$ cat src/dbd_pkg.sv
// ----------------------------------------------------------------------------
// dbd_pkg - shared types and constants for the days-between-dates block
// Sequencer states, control word, month tables and arithmetic constants.
// ----------------------------------------------------------------------------
`default_nettype none

package dbd_pkg;

    // Sequencer steps; each date runs Y, Q, A, D, ACC once.
    typedef enum logic [2:0] {
        ST_IDLE,
        ST_MUL_Y,   // y * 1/100
        ST_MUL_Q,   // (y / 100) * 100, leap test operand
        ST_MUL_A,   // a * 1/100, date check
        ST_MUL_D,   // a * 365
        ST_ACC,     // accumulate day number
        ST_FIN      // clamp and register result
    } t_state;

    typedef struct packed {
        t_state state;
        logic   use_end;   // 0: start date, 1: end date
        logic   accept;    // new word taken this cycle
    } t_ctl;

    // floor(x / 100) == (x * 5243) >> 19 for x < 43690
    localparam logic [12:0] K_RECIP100  = 13'd5243;
    localparam int          RECIP_SHIFT = 19;
    localparam logic [12:0] K_HUNDRED   = 13'd100;
    localparam logic [12:0] K_YEAR_DAYS = 13'd365;
    localparam logic [14:0] K_EPOCH     = 15'd400;
    localparam logic [4:0]  K_FEB_LEAP  = 5'd29;
    localparam logic [3:0]  M_JAN       = 4'd1;
    localparam logic [3:0]  M_FEB       = 4'd2;
    localparam logic [3:0]  M_DEC       = 4'd12;
    localparam logic [23:0] COUNT_MAX   = 24'h3F_FFFF;

    // Days in month, non-leap; zero for codes that are not months.
    function automatic logic [4:0] f_month_len(input logic [3:0] m);
        logic [4:0] len;
        unique case (m)
            4'd1, 4'd3, 4'd5, 4'd7, 4'd8, 4'd10, 4'd12: len = 5'd31;
            4'd4, 4'd6, 4'd9, 4'd11:                    len = 5'd30;
            4'd2:                                       len = 5'd28;
            default:                                    len = 5'd0;
        endcase
        return len;
    endfunction

    // (153 * mm + 2) / 5 with the year starting in March.
    function automatic logic [8:0] f_month_off(input logic [3:0] m);
        logic [8:0] off;
        unique case (m)
            4'd3:    off = 9'd0;
            4'd4:    off = 9'd31;
            4'd5:    off = 9'd61;
            4'd6:    off = 9'd92;
            4'd7:    off = 9'd122;
            4'd8:    off = 9'd153;
            4'd9:    off = 9'd184;
            4'd10:   off = 9'd214;
            4'd11:   off = 9'd245;
            4'd12:   off = 9'd275;
            4'd1:    off = 9'd306;
            4'd2:    off = 9'd337;
            default: off = 9'd0;
        endcase
        return off;
    endfunction

endpackage

`default_nettype wire

$ cat src/dbd_mau.sv
// ----------------------------------------------------------------------------
// dbd_mau - shared multiply-accumulate unit
// Registered 15x13 product; accumulator adds or subtracts last product + addend.
// ----------------------------------------------------------------------------
`default_nettype none

module dbd_mau (
    input  wire logic               i_clk,
    input  wire logic [14:0]        i_op_a,
    input  wire logic [12:0]        i_op_b,
    input  wire logic [15:0]        i_add,
    input  wire logic               i_clr,
    input  wire logic               i_acc_en,
    input  wire logic               i_sub,
    output logic      [27:0]        o_prod,
    output logic signed [23:0]      o_acc
);

    logic        [27:0] r_prod;
    logic        [27:0] n_prod;
    logic signed [23:0] r_acc;
    logic signed [23:0] n_acc;
    logic signed [23:0] term;

    always_comb begin
        n_prod = 28'(i_op_a) * 28'(i_op_b);
        term   = signed'({1'b0, r_prod[22:0]} + 24'(i_add));
        if (i_clr) begin
            n_acc = '0;
        end else if (i_acc_en) begin
            n_acc = i_sub ? (r_acc - term) : (r_acc + term);
        end else begin
            n_acc = r_acc;
        end
    end

    always_ff @(posedge i_clk) begin
        r_prod <= n_prod;
        r_acc  <= n_acc;
    end

    assign o_prod = r_prod;
    assign o_acc  = r_acc;

endmodule

`default_nettype wire

$ cat src/dbd_seq.sv
// ----------------------------------------------------------------------------
// dbd_seq - step sequencer
// Walks the start date, then the end date, through the shared unit.
// ----------------------------------------------------------------------------
`default_nettype none

module dbd_seq (
    input  wire logic   i_clk,
    input  wire logic   i_rst_n,
    input  wire logic   i_start,
    output dbd_pkg::t_ctl o_ctl
);

    dbd_pkg::t_state r_state;
    dbd_pkg::t_state n_state;
    logic            r_end;
    logic            n_end;
    logic            accept;

    always_ff @(posedge i_clk) begin
        if (!i_rst_n) begin
            r_state <= dbd_pkg::ST_IDLE;
            r_end   <= 1'b0;
        end else begin
            r_state <= n_state;
            r_end   <= n_end;
        end
    end

    always_comb begin
        n_state = r_state;
        n_end   = r_end;
        accept  = 1'b0;
        unique case (r_state)
            dbd_pkg::ST_IDLE: begin
                if (i_start) begin
                    accept  = 1'b1;
                    n_end   = 1'b0;
                    n_state = dbd_pkg::ST_MUL_Y;
                end
            end
            dbd_pkg::ST_MUL_Y: n_state = dbd_pkg::ST_MUL_Q;
            dbd_pkg::ST_MUL_Q: n_state = dbd_pkg::ST_MUL_A;
            dbd_pkg::ST_MUL_A: n_state = dbd_pkg::ST_MUL_D;
            dbd_pkg::ST_MUL_D: n_state = dbd_pkg::ST_ACC;
            dbd_pkg::ST_ACC: begin
                if (r_end) begin
                    n_state = dbd_pkg::ST_FIN;
                end else begin
                    n_end   = 1'b1;
                    n_state = dbd_pkg::ST_MUL_Y;
                end
            end
            dbd_pkg::ST_FIN: n_state = dbd_pkg::ST_IDLE;
            default:         n_state = dbd_pkg::ST_IDLE;
        endcase
        o_ctl.state   = r_state;
        o_ctl.use_end = r_end;
        o_ctl.accept  = accept;
    end

endmodule

`default_nettype wire

$ cat src/days_between_dates.sv
// ----------------------------------------------------------------------------
// days_between_dates - Gregorian day count between two dates
// Closed-form day numbers of both dates on one shared multiply-accumulate unit.
// ----------------------------------------------------------------------------
//
//  channel   handshake                 word
//  -------   -----------------------   ------------------------------------------
//  command   start / busy              i_start_* , i_end_* (day, month, year)
//  result    o_done (1-cycle strobe)   o_day_count, o_invalid_date
//  config    i_cfg_valid/o_cfg_ready   i_cfg_data -> include_end_day
//
//  Busy stays high from the accept edge through 4 products and 1 accumulate
//    per date on the single shared multiplier, then the clamp step (FIN);
//    the result strobe is registered from FIN.
//  busy drops in the strobe cycle, so the next word may go in right then.
//  Reset (i_rst_n low, synchronous): sequencer idle, include_end_day = 1.
//  The receiver cannot stall: o_done shows for one cycle only.
//
//  Day number per date: a = y + 400 (less 1 for Jan/Feb),
//    N = 365a + a/4 - a/100 + a/400 + month offset + d.
//  Divide by 100 is a reciprocal multiply; a/400 is (a/100)/4.
//  The accumulator collects N(end) - N(start) directly.
//  Leap: y%4 == 0 and (y%100 != 0 or (y/100)%4 == 0).
//
`default_nettype none

module days_between_dates (
    input  wire logic        i_clk,
    input  wire logic        i_rst_n,
    // command
    input  wire logic        start,
    output logic             busy,
    input  wire logic [4:0]  i_start_day,
    input  wire logic [3:0]  i_start_month,
    input  wire logic [13:0] i_start_year,
    input  wire logic [4:0]  i_end_day,
    input  wire logic [3:0]  i_end_month,
    input  wire logic [13:0] i_end_year,
    // result
    output logic             o_done,
    output logic [21:0]      o_day_count,
    output logic             o_invalid_date,
    // config
    input  wire logic        i_cfg_valid,
    output logic             o_cfg_ready,
    input  wire logic        i_cfg_data
);

    dbd_pkg::t_ctl ctl;

    // captured word
    logic [4:0]  r_sd, r_ed;
    logic [3:0]  r_sm, r_em;
    logic [13:0] r_sy, r_ey;

    // per-date scratch
    logic [8:0]  r_qy, n_qy;      // y / 100
    logic [8:0]  r_qa, n_qa;      // a / 100
    logic        r_bad, n_bad;

    // result and config
    logic        r_inc;
    logic        r_done, n_done;
    logic [21:0] r_count, n_count;
    logic        r_invalid, n_invalid;

    // unit hookup
    logic [14:0]        op_a;
    logic [12:0]        op_b;
    logic [15:0]        add;
    logic               acc_en;
    logic [27:0]        prod;
    logic signed [23:0] acc;

    // current date
    logic [4:0]  cur_d;
    logic [3:0]  cur_m;
    logic [13:0] cur_y;
    logic        early;           // Jan or Feb: counts in previous year
    logic [14:0] a_val;
    logic        leap;
    logic [4:0]  mlen;
    logic        date_ok;
    logic [8:0]  q_prod;
    logic [22:0] base;
    logic [23:0] total;

    dbd_seq u_seq (
        .i_clk   (i_clk),
        .i_rst_n (i_rst_n),
        .i_start (start),
        .o_ctl   (ctl)
    );

    dbd_mau u_mau (
        .i_clk    (i_clk),
        .i_op_a   (op_a),
        .i_op_b   (op_b),
        .i_add    (add),
        .i_clr    (ctl.accept),
        .i_acc_en (acc_en),
        .i_sub    (~ctl.use_end),
        .o_prod   (prod),
        .o_acc    (acc)
    );

    assign busy        = (ctl.state != dbd_pkg::ST_IDLE);
    assign o_cfg_ready = ~busy;

    always_comb begin
        cur_d  = ctl.use_end ? r_ed : r_sd;
        cur_m  = ctl.use_end ? r_em : r_sm;
        cur_y  = ctl.use_end ? r_ey : r_sy;
        early  = (cur_m <= dbd_pkg::M_FEB);
        a_val  = 15'(cur_y) + dbd_pkg::K_EPOCH - 15'(early);
        q_prod = prod[dbd_pkg::RECIP_SHIFT +: 9];

        // prod holds (y/100)*100 during MUL_A
        leap = (cur_y[1:0] == 2'b00)
            && ((prod != 28'(cur_y)) || (r_qy[1:0] == 2'b00));
        mlen = (cur_m == dbd_pkg::M_FEB && leap) ? dbd_pkg::K_FEB_LEAP
                                                 : dbd_pkg::f_month_len(cur_m);
        date_ok = (cur_m >= dbd_pkg::M_JAN) && (cur_m <= dbd_pkg::M_DEC)
               && (cur_d != 5'd0) && (cur_d <= mlen);

        // a/4 - a/100 + a/400 + month offset + d, never negative
        add = 16'(a_val[14:2]) - 16'(r_qa) + 16'(r_qa[8:2])
            + 16'(dbd_pkg::f_month_off(cur_m)) + 16'(cur_d);

        op_a   = '0;
        op_b   = '0;
        acc_en = 1'b0;
        n_qy   = r_qy;
        n_qa   = r_qa;
        n_bad  = r_bad;
        unique case (ctl.state)
            dbd_pkg::ST_IDLE: begin
                if (ctl.accept) begin
                    n_bad = 1'b0;
                end
            end
            dbd_pkg::ST_MUL_Y: begin
                op_a = 15'(cur_y);
                op_b = dbd_pkg::K_RECIP100;
            end
            dbd_pkg::ST_MUL_Q: begin
                n_qy = q_prod;
                op_a = 15'(q_prod);
                op_b = dbd_pkg::K_HUNDRED;
            end
            dbd_pkg::ST_MUL_A: begin
                n_bad = r_bad | ~date_ok;
                op_a  = a_val;
                op_b  = dbd_pkg::K_RECIP100;
            end
            dbd_pkg::ST_MUL_D: begin
                n_qa = q_prod;
                op_a = a_val;
                op_b = dbd_pkg::K_YEAR_DAYS;
            end
            dbd_pkg::ST_ACC: begin
                acc_en = 1'b1;
            end
            dbd_pkg::ST_FIN: begin
            end
            default: begin
            end
        endcase
    end

    // Clamp: negative difference is zero, end day added, saturate to 22 bits.
    always_comb begin
        base      = acc[23] ? '0 : acc[22:0];
        total     = {1'b0, base} + 24'(r_inc);
        n_done    = (ctl.state == dbd_pkg::ST_FIN);
        n_invalid = r_invalid;
        n_count   = r_count;
        if (n_done) begin
            n_invalid = r_bad;
            if (r_bad) begin
                n_count = '0;
            end else if (total > dbd_pkg::COUNT_MAX) begin
                n_count = dbd_pkg::COUNT_MAX[21:0];
            end else begin
                n_count = total[21:0];
            end
        end
    end

    always_ff @(posedge i_clk) begin
        if (!i_rst_n) begin
            r_inc  <= 1'b1;
            r_done <= 1'b0;
            r_bad  <= 1'b0;
        end else begin
            if (i_cfg_valid && o_cfg_ready) begin
                r_inc <= i_cfg_data;
            end
            r_done <= n_done;
            r_bad  <= n_bad;
        end
    end

    always_ff @(posedge i_clk) begin
        if (ctl.accept) begin
            r_sd <= i_start_day;
            r_sm <= i_start_month;
            r_sy <= i_start_year;
            r_ed <= i_end_day;
            r_em <= i_end_month;
            r_ey <= i_end_year;
        end
        r_qy      <= n_qy;
        r_qa      <= n_qa;
        r_count   <= n_count;
        r_invalid <= n_invalid;
    end

    assign o_done         = r_done;
    assign o_day_count    = r_count;
    assign o_invalid_date = r_invalid;

    // ------------------------------------------------------------------------
    // checks
    // ------------------------------------------------------------------------
    a_done_idle: assert property (@(posedge i_clk) disable iff (!i_rst_n)
        o_done |-> !busy)
        else $error("result strobe while busy");

    a_accept_busy: assert property (@(posedge i_clk) disable iff (!i_rst_n)
        start && !busy |=> busy && !o_done)
        else $error("accepted word did not start the sequencer");

    a_invalid_zero: assert property (@(posedge i_clk) disable iff (!i_rst_n)
        o_done && o_invalid_date |-> o_day_count == '0)
        else $error("invalid date with nonzero count");

    a_single_strobe: assert property (@(posedge i_clk) disable iff (!i_rst_n)
        o_done |=> !o_done)
        else $error("result strobe longer than one cycle");

endmodule

`default_nettype wire

$ cat config.mk
export PLATFORM = sky130hd
export DESIGN_NAME = days_between_dates
export DESIGN_NICKNAME = d
export VERILOG_FILES = /design/src/dbd_pkg.sv /design/src/dbd_mau.sv /design/src/dbd_seq.sv /design/src/days_between_dates.sv
export SDC_FILE = /design/constraint.sdc
export NUM_CORES = 1
export LEC_CHECK = 0
export BUFFER_PORTS_ARGS = -buffer_cell sky130_fd_sc_hd__buf_2
export CAP_MARGIN = 10
export CORE_MARGIN = 2
export CORE_UTILIZATION = 55
export CTS_CLUSTER_DIAMETER = 100
export DETAILED_ROUTE_END_ITERATION = 7
export GPL_TIMING_DRIVEN = 0
export PLACE_DENSITY = 0.82
export SETUP_SLACK_MARGIN = 0.15
export SKIP_LAST_GASP = 1
export SYNTH_ARGS = -nofsm -noshare
export SYNTH_HDL_FRONTEND = slang
export SYNTH_HIERARCHICAL = 1
export SYNTH_SLANG_ARGS = --single-unit
$ cat constraint.sdc
create_clock -name i_clk -period 11.6 [get_ports i_clk]
set_input_delay 0.58 -clock i_clk [delete_from_list [all_inputs] [get_ports i_clk]]
set_output_delay 0.58 -clock i_clk [all_outputs]
set_load 0.02 [all_outputs]
==> qor.txt, run 1 <==
Post-DR wirelength/cell - 17.9 microns
Cells after synthesis - 1886
Detail Route Antenna Nets - 0
Post-synthesis async set-or-reset flop share - 0%
Seq pwr share - 12.5%
Final setup vio count - 0
Fmax - 0.0896 GHz
Proportion of layout cells with a drive suffix above 1 - 11.2%
Worst path required time - 11920 ps
Initial antenna violation count - 0
First-pass GRT wire length - 70400 microns
Starting DRC count in detailed routing - 1110
Number of synthesized flops with an enable pin - 80
Via density - 5.79
Register area share after synthesis - 21.1%
Distinct cell type count after synthesis - 99
Setup CP Type - reg2reg
Number of global-route vias before repair - 14400
Comb pwr share - 76.8%
Slew HR - 32.8%
Mean post-synth cell area - 9.00 sq um
Worst vdd ir - 0.320 mV
Total track usage - 26.8%
Count leader, synth - inv_1
IO Count - 77
Worst-Margin Slew - 1010 ps
CTS tree - yes
DP Wirelength - 34500 microns
Total CTS buffers - 17
Filler cells - 2501
MaxCap Viol Count - 0
Shortest period the worst path allows - 11160 ps
Die Area - 32300 sq um
Synthesized area - 17000 sq um
Yosys reg bits - 139
Final period utilization - 96.2%
Clock Skews - 12.2 ps
DR pass1 iterations - 6
Share of the synthesized area in the top cell type - 18.8%
Layout Nets - 2383
Unrepaired setup endpoints after global routing - yes
Diodes inserted - 0
Status - complete, no violations
Post-synth top area cell - fa_1
Final GP Congestion - 0.947
Area contributors post-synth - fa_1 (19%), edfxtp_1 (14%), ha_1 (12%)
Worst setup SP type - flop
Critical path endpoint category - flop
Die width - 180 microns
Hold Crit Class - in2reg
CP dominant cell by count - ha_1
CTS max path bufs - 2
CTS Hold Bufs - 0
Cell Int Power - 2.61 mW
Aggregate routed wire length - 43300 microns
H-tree depth - 4
DP Cell Count - 2375
Layout Cells excl Fill - 2418
Largest net degree at the start of global routing - 55
Port bufs - 76
Ys Warns - 6
Clock power share - 10.7%
Crit-path max cell delay - 540 ps
Switching portion of total power - 50.4%
Die height - 180 microns
Top FF cell, synth - edfxtp_1
CP max stage cell - or4_4
Row Count - 64
Remaining global-route overflow - 0
CTS Sinks - 139
Core area - 30500 sq um
Crit path DAT - 11480 ps
Synth top cells by count - inv_1 (254), nand2_1 (179), ha_1 (164)
Worst skew pair latency - 440 ps
LEAKAGE - 8.59 nW
Min Hold Slack - 315 ps
Starting Density - 55.6%
Root buf cell - clkbuf_16
PwrDens - 278 nW/um^2
CP max FO - 17
Synthesis-to-finish area growth - 11.5%
Fin. Hold Viols - 0
Clock Pin Slew Worst Setup and Hold Paths - 60 ps
Net Sw Power - 2.65 mW
Vias post-DR - 14000
Max Slew Vio Count - 0
Drt drc - 0
[state kept, by name, indices dropped and copies added (netlist names)]
name and count:
u_mau/o_prod 28, u_mau/o_acc 24, o_day_count 22, r_ey 14
r_sy 14, r_qa 9, r_ed 5, r_sd 5
r_em 4, r_sm 4, u_seq/r_state 3, r_qy 2
o_done 1, o_invalid_date 1, r_bad 1, r_inc 1
u_seq/r_end 1
[layout by cell type (no fill, tap or decap), types with 8 or more instances in the layout]
cell type,count
a211oi_1,13
a21o_1,21
a21oi_1,85
a22oi_1,10
a31oi_1,16
and2_1,96
and3_1,15
buf_2,76
buf_4,17
clkbuf_1,53
clkbuf_16,17
conb_1,18
dfxtp_1,58
edfxtp_1,80
fa_1,158
ha_1,160
inv_1,253
mux2_2,13
mux2i_1,27
nand2_1,179
nand2b_1,38
nand3_1,29
nand4_1,14
nor2_1,112
nor2b_1,20
nor3_1,25
nor4_1,10
o211ai_1,8
o21a_1,18
o21ai_0,54
o21bai_1,11
o22ai_1,13
or3_1,8
xnor2_1,86
xnor2_2,9
xor2_1,38
[per-stage QoR]
step	setup WS [ps]	setup TNS (ps)	instance area [sq um]	total power, mW	utilization, %
CTS	184	0	18700	5.02	61.2
finish	443	0	18900	5.26	62.0
floorplan	266	0	17000	3.60	-
detailed placement	-1700	-8500	17900	4.35	58.7
global route	46.0	0	18900	5.68	62.0
global placement	-1570	-6680	17900	4.24	58.7
[critical path: cells and delay by family (launching register included)]
kind / cells / cell delay (ps)
adders and majority gates: 10 / 3080
AOI/OAI and AO/OA: 17 / 3310
muxes: 2 / 580
buffers and inverters: 7 / 760
xor gates and xnor gates: 5 / 950
DFF: 1 / 370
and+or+nand+nor: 9 / 1950
[routing by layer]
layer  track usage (%)  share of wire, %
met2              46.3                49
met4              10.5               3.4
met3              5.11               7.3
met5                 0                 0
met1              33.0                40
[layout make-up]
cell class                      instances  area [sq um]  area share [%]
Multi-Input combinational cell       1445         12500            66.2
Timing Repair Buffer                   88           470            2.49
Clock buffer                           17           425            2.25
Clock inverter                         15           174           0.919
Sequential cell                       139          3580            18.9
Buffer                                 62           280            1.48
Tap cell                              396           495            2.62
Inverter                              256           961            5.08
[worst paths after layout]
path	depth (start not counted)	to	slack [ps]	from
worst max-delay path	50	u_mau/o_acc[23]	440	u_seq/r_end
worst min-delay path	1	r_ed[1]	310	i_end_day[1]
worst max register to register	50	u_mau/o_acc[23]	440	u_seq/r_end
worst min register to register	0	r_qa[4]	460	u_mau/o_prod[23]
[cell families after synthesis]
logic type	share of synthesized area [%]
buf+inv	7.22
fa+ha+maj	30.8
other cells	0.0221
flops	21.1
compound gates	12.9
mux	3.13
xor+xnor	7.06
simple gates	17.7
[timing repair]
| item | CTS | global route |
|---|---|---|
| gates cloned | 0 | 0 |
| pin swaps | 5 | 17 |
| setup buffers | 4 | 8 |
| resized for setup | 31 | 39 |
| endpoints found under the setup margin | 19 | 7 |
[power by group through the flow]
stage          registers [mW]  clock network (mW)  logic [mW]
2_1_floorplan           0.636                   0        2.96
3_3_place_gp            0.662                   0        3.58
3_5_place_dp            0.665                   0        3.69
4_1_cts                 0.655               0.563        3.80
5_1_grt                 0.662               0.583        4.43
6_report                0.659               0.560        4.04
Power figures use the tool's default switching activity.
==> run 2: changes to the inputs <==
REMOVE_ABC_BUFFERS = 1   (was unset)
SETUP_SLACK_MARGIN = 0.05   (was 0.15)
==> run 2 against run 1 <==
Compared with the run above: design area shrank 0.26%; core utilization shrank 0.16 points; flip-flop and latch count is the same; sequential share of layout area grew 0.063 points; die area is the same; first-iteration DRC count shrank 3.2%; highest routed layer unchanged.
==> qor.txt, run 2 (synthesized netlist as in run 1, its figures left out) <==
Crit path DAT - 11460 ps
Total CTS buffers - 17
Final period utilization - 96.1%
H-tree depth - 4
Most common cell after layout, fill and taps aside - inv_1
Crit-path max cell delay - 540 ps
Aggregate routed wire length - 42400 microns
Clock power share - 11.1%
Worst-Margin Slew - 1280 ps
Clock Pin Slew Worst Setup and Hold Paths - 80 ps
Proportion of layout cells with a drive suffix above 1 - 12.0%
Net Sw Power - 2.63 mW
Fin. Hold Viols - 0
Die width - 180 microns
Initial antenna violation count - 1
Hold Crit Class - in2reg
Post-route core utilization - 61.9%
Layout Nets - 2350
Switching portion of total power - 50.5%
Number of global-route vias before repair - 14700
Die Area - 32300 sq um
IO Count - 77
Layout Cells excl Fill - 2386
Worst skew pair latency - 440 ps
MaxCap Viol Count - 0
Root buf cell - clkbuf_16
Vias post-DR - 14000
Port bufs - 76
Worst setup SP type - flop
Clock Skews - 14.6 ps
Seq pwr share - 13.0%
CTS max path bufs - 2
DP Cell Count - 2333
Final GP Congestion - 0.907
CP max FO - 5
Shortest period the worst path allows - 11140 ps
Remaining global-route overflow - 0
Via density - 5.88
CP max stage cell - or4_4
Setup CP Type - reg2reg
Drt drc - 0
Synthesis-to-finish area growth - 11.2%
Setup TNS - 0 ps
Worst vdd ir - 0.273 mV
Min Hold Slack - 310 ps
Starting DRC count in detailed routing - 1074
Total track usage - 26.3%
Comb pwr share - 75.9%
Final setup vio count - 0
Commonest non-fill, non-tap cells in the layout - inv_1 (253), nand2_1 (179), fa_1 (159), ha_1 (157), nor2_1 (111)
Critical path endpoint category - flop
Reg2reg setup slack - 460 ps
DP Wirelength - 32000 microns
Cell Int Power - 2.57 mW
Die height - 180 microns
Worst path required time - 11910 ps
DR pass1 iterations - 5
CTS Sinks - 139
LEAKAGE - 8.63 nW
Detail Route Antenna Nets - 0
Starting Density - 55.6%
Core area - 30500 sq um
Post-DR wirelength/cell - 17.7 microns
PwrDens - 276 nW/um^2
Largest register FFs - 28
Largest net degree at the start of global routing - 45
CTS tree - yes
Slew HR - 14.6%
First-pass GRT wire length - 70100 microns
Status - complete, no violations
Max Slew Vio Count - 0
Fmax - 0.0897 GHz
Row Count - 64
CTS Hold Bufs - 0
run 2: metal layers:
| metal | GRT usage, % | up-vias | routed length, microns |
|---|---|---|---|
| met5 | 0 | - | 0 |
| met2 | 47.1 | 576 | 21500 |
| met3 | 4.15 | 127 | 3070 |
| met1 | 31.8 | 6832 | 16400 |
| met4 | 10.1 | 0 | 1380 |
| li1 | - | 6497 | - |
run 2: worst max-delay path, delay by kind of cell, from the launching register on:
kind / cells / cell delay [ps]
adders and majority gates: 10 / 3120
muxes: 2 / 610
DFF: 1 / 410
buffers and inverters: 6 / 670
AOI/OAI and AO/OA: 16 / 3110
xor gates and xnor gates: 5 / 1000
and+or+nand+nor: 11 / 2120
run 2: through the flow:
stage	setup WS, ps	area [sq um]	total power [mW]
6_report	456	18900	5.20
2_1_floorplan	289	16800	3.59
5_1_grt	-59.6	18900	5.64
3_3_place_gp	-1600	17700	4.15
4_1_cts	62.2	18600	4.93
3_5_place_dp	-1160	17900	4.29
run 2: power groups by stage:
stage / logic [mW] / registers (mW) / clock network, mW
after floorplan: 2.94 / 0.647 / 0
after global placement: 3.46 / 0.686 / 0
after detailed placement: 3.61 / 0.683 / 0
after CTS: 3.69 / 0.671 / 0.576
after global routing: 4.36 / 0.681 / 0.595
final: 3.95 / 0.675 / 0.576
run 2: layout make-up:
type / instances / area (sq um)
fill: 2435 / 11600
sequential: 139 / 3590
clock buffer: 18 / 439
clock inverter: 14 / 168
antenna: 1 / 2.50
timing repair buffer: 117 / 736
inverter: 256 / 961
tap: 396 / 495
multi-input combinational: 1445 / 12500
run 2: final timing paths:
check | start | endpoint | depth (start not counted)
worst min-delay path | i_end_year[7] | r_ey[7] | 1
worst max-delay path | u_seq/r_end | u_mau/o_acc[23] | 50
worst min register to register | r_inc | r_inc | 2
worst max register to register | u_seq/r_end | u_mau/o_acc[23] | 50
run 2: what timing repair did:
item / 4_1_cts / 5_1_grt
cloned: 0 / 0
gates resized for setup: 9 / 39
pin swaps: 1 / 11
setup endpoints to repair: 10 / 6
hold endpoints to repair: 0 / 0
buffers inserted: 6 / 11
